`config.mk`:
```
export PLATFORM = sky130hd
export DESIGN_NAME = mrb_admit
export DESIGN_NICKNAME = d
export VERILOG_FILES = /design/src/rtl/mrb_pkg.sv /design/src/rtl/mrb_admit.sv
export SDC_FILE = /design/constraint.sdc
export NUM_CORES = 1
export LEC_CHECK = 0
export ABC_AREA = 1
export BUFFER_PORTS_ARGS = -buffer_cell sky130_fd_sc_hd__buf_2
export CELL_PAD_IN_SITES_DETAIL_PLACEMENT = 2
export CELL_PAD_IN_SITES_GLOBAL_PLACEMENT = 2
export CORE_MARGIN = 2
export CORE_UTILIZATION = 30
export DETAILED_ROUTE_END_ITERATION = 16
export GPL_TIMING_DRIVEN = 0
export PLACE_DENSITY = 0.91
export SYNTH_ARGS = -nofsm -noshare
export SYNTH_HDL_FRONTEND = slang
export SYNTH_SLANG_ARGS = --single-unit
```
`constraint.sdc`:
```
create_clock -name vclk -period 5.1
set_input_delay 0.765 -clock vclk [all_inputs]
set_output_delay 0.765 -clock vclk [all_outputs]
set_load 0.05 [all_outputs]
```
`src/rtl/mrb_pkg.sv`:
```
// Types and constants shared by the message ring buffer modules.
`default_nettype none

package mrb_pkg;

  localparam int LEN_W = 11;
  localparam int BYTE_W = 8;
  localparam int FREE_W = 13;
  localparam logic [LEN_W-1:0] CNT_SAT = 11'd2047;

  typedef enum logic [1:0] {
    REQ_HEADER = 2'd0,
    REQ_BODY   = 2'd1,
    REQ_POP    = 2'd2,
    REQ_UNUSED = 2'd3
  } req_t;

  typedef enum logic [1:0] {
    ST_OK    = 2'd0,
    ST_FULL  = 2'd1,
    ST_EMPTY = 2'd2,
    ST_ERROR = 2'd3
  } status_t;

  typedef enum logic [4:0] {
    S_IDLE     = 5'b00001,
    S_HDR_WR   = 5'b00010,
    S_HDR_RD   = 5'b00100,
    S_POP_RD   = 5'b01000,
    S_POP_WAIT = 5'b10000
  } state_t;

  // Verdict on a header beat, before any state changes.
  typedef struct packed {
    logic len_err;
    logic no_room;
  } admit_t;

endpackage

`default_nettype wire

```
`src/rtl/mrb_admit.sv`:
```
// Admission check for a header beat: length limits and room in the store.
`default_nettype none

module mrb_admit import mrb_pkg::*; #(
  parameter int STORE_BYTES = 4096,
  parameter int HEADER_BYTES = 4,
  parameter int MAX_MESSAGE_BYTES = 1024,
  parameter int CW = 13
) (
  input  logic [LEN_W-1:0]  msg_length,
  input  logic [BYTE_W-1:0] reserve,
  input  logic [CW-1:0]     used,
  output admit_t            verdict
);

  localparam int SW = ((CW > 12) ? CW : 12) + 1;
  localparam int HDR_BITS = 8 * HEADER_BYTES;

  logic [SW-1:0] free_w;
  logic [SW-1:0] rsv_w;
  logic [SW-1:0] need_w;
  logic          too_wide;

  always_comb begin
    free_w = SW'(STORE_BYTES) - SW'(used);
    rsv_w  = SW'(reserve);
    need_w = SW'(HEADER_BYTES) + SW'(msg_length);
    // The length must also fit in the header's bytes.
    too_wide = (HDR_BITS < LEN_W) && ((32'(msg_length) >> HDR_BITS) != 32'd0);
    verdict.len_err = (msg_length == '0) ||
                      (32'(msg_length) > 32'(MAX_MESSAGE_BYTES)) || too_wide;
    verdict.no_room = (rsv_w >= free_w) || (need_w > (free_w - rsv_w));
  end

endmodule

`default_nettype wire

```
==> reports/qor.txt <==
# diodes: 0
Most frequent cells in the layout: inv_1 (50), nand2_1 (35), buf_2 (33)
Slew Limit Headroom: 80.87%
Chip height: 73.23 microns
Synthesized area: 1438 sq um
Routed Antenna Nets: 0
Maxcap violations: 0
Worst setup SP type: primary input
Crit Path Category: in2out
Largest net degree at the start of global routing: 6
Synth Net Count: 284
Drc violations: 0
Total core area: 4661 sq um
Synth top area share: 20.02%
Die width: 73.23 microns
Tightest Pin Transition: 0.2844 ns
Period utilization: 93.34%
Final setup violation count: 0
Final Hold Fails: 0
Worst EP arrival: 4.00 ns
Seq/Total Area, Yosys: 0%
Congestion Overflow GR: 0
Nature of the critical path endpoint: output port
Final cell count without fillers: 317
Row count: 25
Sequential power share: 0%
Fin util: 36.59%
Fin nets: 321
Vias: 1515
Class of the worst hold path: in2out
Clock power share: 0%
Shortest period the worst path allows: 4.760 ns
Routed WL: 3947 microns
Initial antenna violation count: 0
Share of post-route cells with drive strength above 1: 27.38%
Commonest non-fill, non-tap cell in the layout: inv_1
Die area: 5362 sq um
Final-layout clock buffer total: 0
Starting Density: 30.85%
Power density cells: 104.6 nW/um^2
FF+latch area: 0 sq um
Comb pwr share: 100.0%
Switch share: 59.35%
Global-route wire length before repair: 6831 microns
Seq cells: 0
Port bufs: 34
Gpl congestion: 0.8071
I/O Pins: 34
Yosys cell types: 30
Sw power: 0.0001059 W
Placed inst area: 1675 sq um
Synth area leader: ha_1
Cell internal pwr: 0.00007253 W
Vias in the first global route: 1702
Post-DP HPWL: 3732 microns
Drt pass-1 iters: 2
Worst vdd ir: 0.02758 mV
Initial drt markers: 8
CP Data Required Time: 4.34 ns
Drt wl/cell: 12.45 microns
Cts hold-fix bufs: 0
Global Route Usage Sum: 15.56%
Syn. warnings: 0
Final Max Tran Viols: 0
Avg Cell Area, Syn: 6.305 sq um
FMAX: 210.1 MHz
Placed insts: 316
Post-Syn Instances: 228
Synth area leaders: ha_1 (20%), inv_1 (14%), nand2_1 (9.1%), xor2_1 (9.1%), a21oi_1 (4.5%)
CP max FO: 5
Leakage: 0.9944 nW
Design area: 1705 sq um
Status: completed
Post-DR vias/cell: 4.779
Area Overhead vs Synth: 18.63%
## cell type report
class	count	area [sq um]
Inverter	55	206.4
Tap cell	54	67.56
Multi-Input combinational cell	173	1247
Timing Repair Buffer	35	183.9
Fill cell	588	2955
## final timing paths
path / startpoint / end / slack, ns / cells past startpoint
setup / recovery: used[0] / verdict[0] / 0.34 / 24
hold / removal: msg_length[10] / verdict[1] / 1.91 / 3
## repair_timing
item | CTS | global route
gates resized for setup | 0 | 8
buffers inserted | 0 | 1
setup endpoints to repair | 0 | 1
## power by group through the flow
stage	clock, W	sequential [W]	combinational [W]
after global routing	0	0	0.000208
after floorplan	0	0	0.000125
after detailed placement	0	0	0.000179
after global placement	0	0	0.000167
after CTS	0	0	0.000180
final	0	0	0.000178
## logic make-up (layout without fill, tap and decap cells)
group           Yosys count  after routing  synth area share [%]
xor+xnor                 20             20                 12.18
buf+inv                  55             90                 14.36
simple gates            103            103                 40.38
compound gates           26             26                 11.66
fa+ha+maj                24             24                 21.41
## per-stage QoR
step	power [W]	setup TNS [ns]	hold slack (ns)	worst slack, ns
5_1_grt	0.0002085	-0.001260	1.938	-0.001260
3_5_place_dp	0.0001787	0	1.910	0.08869
2_1_floorplan	0.0001251	0	1.835	0.5529
3_3_place_gp	0.0001667	0	1.903	0.1661
6_report	0.0001784	0	1.907	0.3399
4_1_cts	0.0001796	0	1.910	0.06741
## layer usage
metal	vias to the layer above	global-route usage [%]	share of wire, %
met5	-	0	0
met4	0	0.4115	0
met3	0	0.1381	2.0
met2	23	35.04	56
met1	702	16.08	42
li1	790	-	-
## cells in the mapped netlist, types with 5 or more instances
cell,count
ha_1,23
xor2_1,15
a21oi_1,13
nor2_2,7
nand2_1,35
nor2_1,16
inv_1,52
nand2_2,8
xnor2_1,5
nand3_1,12
## critical path, stage by stage
cell and delay, ns:
buf_2 0.11, inv_2 0.11, ha_4 0.17, nand2_4 0.10
nor2_4 0.13, xor2_1 0.15, inv_1 0.05, ha_1 0.34
a21o_1 0.20, a21oi_2 0.12, a21oi_1 0.10, nor2_2 0.18
nand2_1 0.09, xor2_1 0.15, ha_1 0.29, nand2_1 0.05
inv_1 0.06, nand4_1 0.10, inv_1 0.07, nand2_1 0.06
a21oi_1 0.16, nand3_1 0.11, o21bai_2 0.13, buf_6 0.17
No activity file was read; power rests on OpenSTA's default activity.
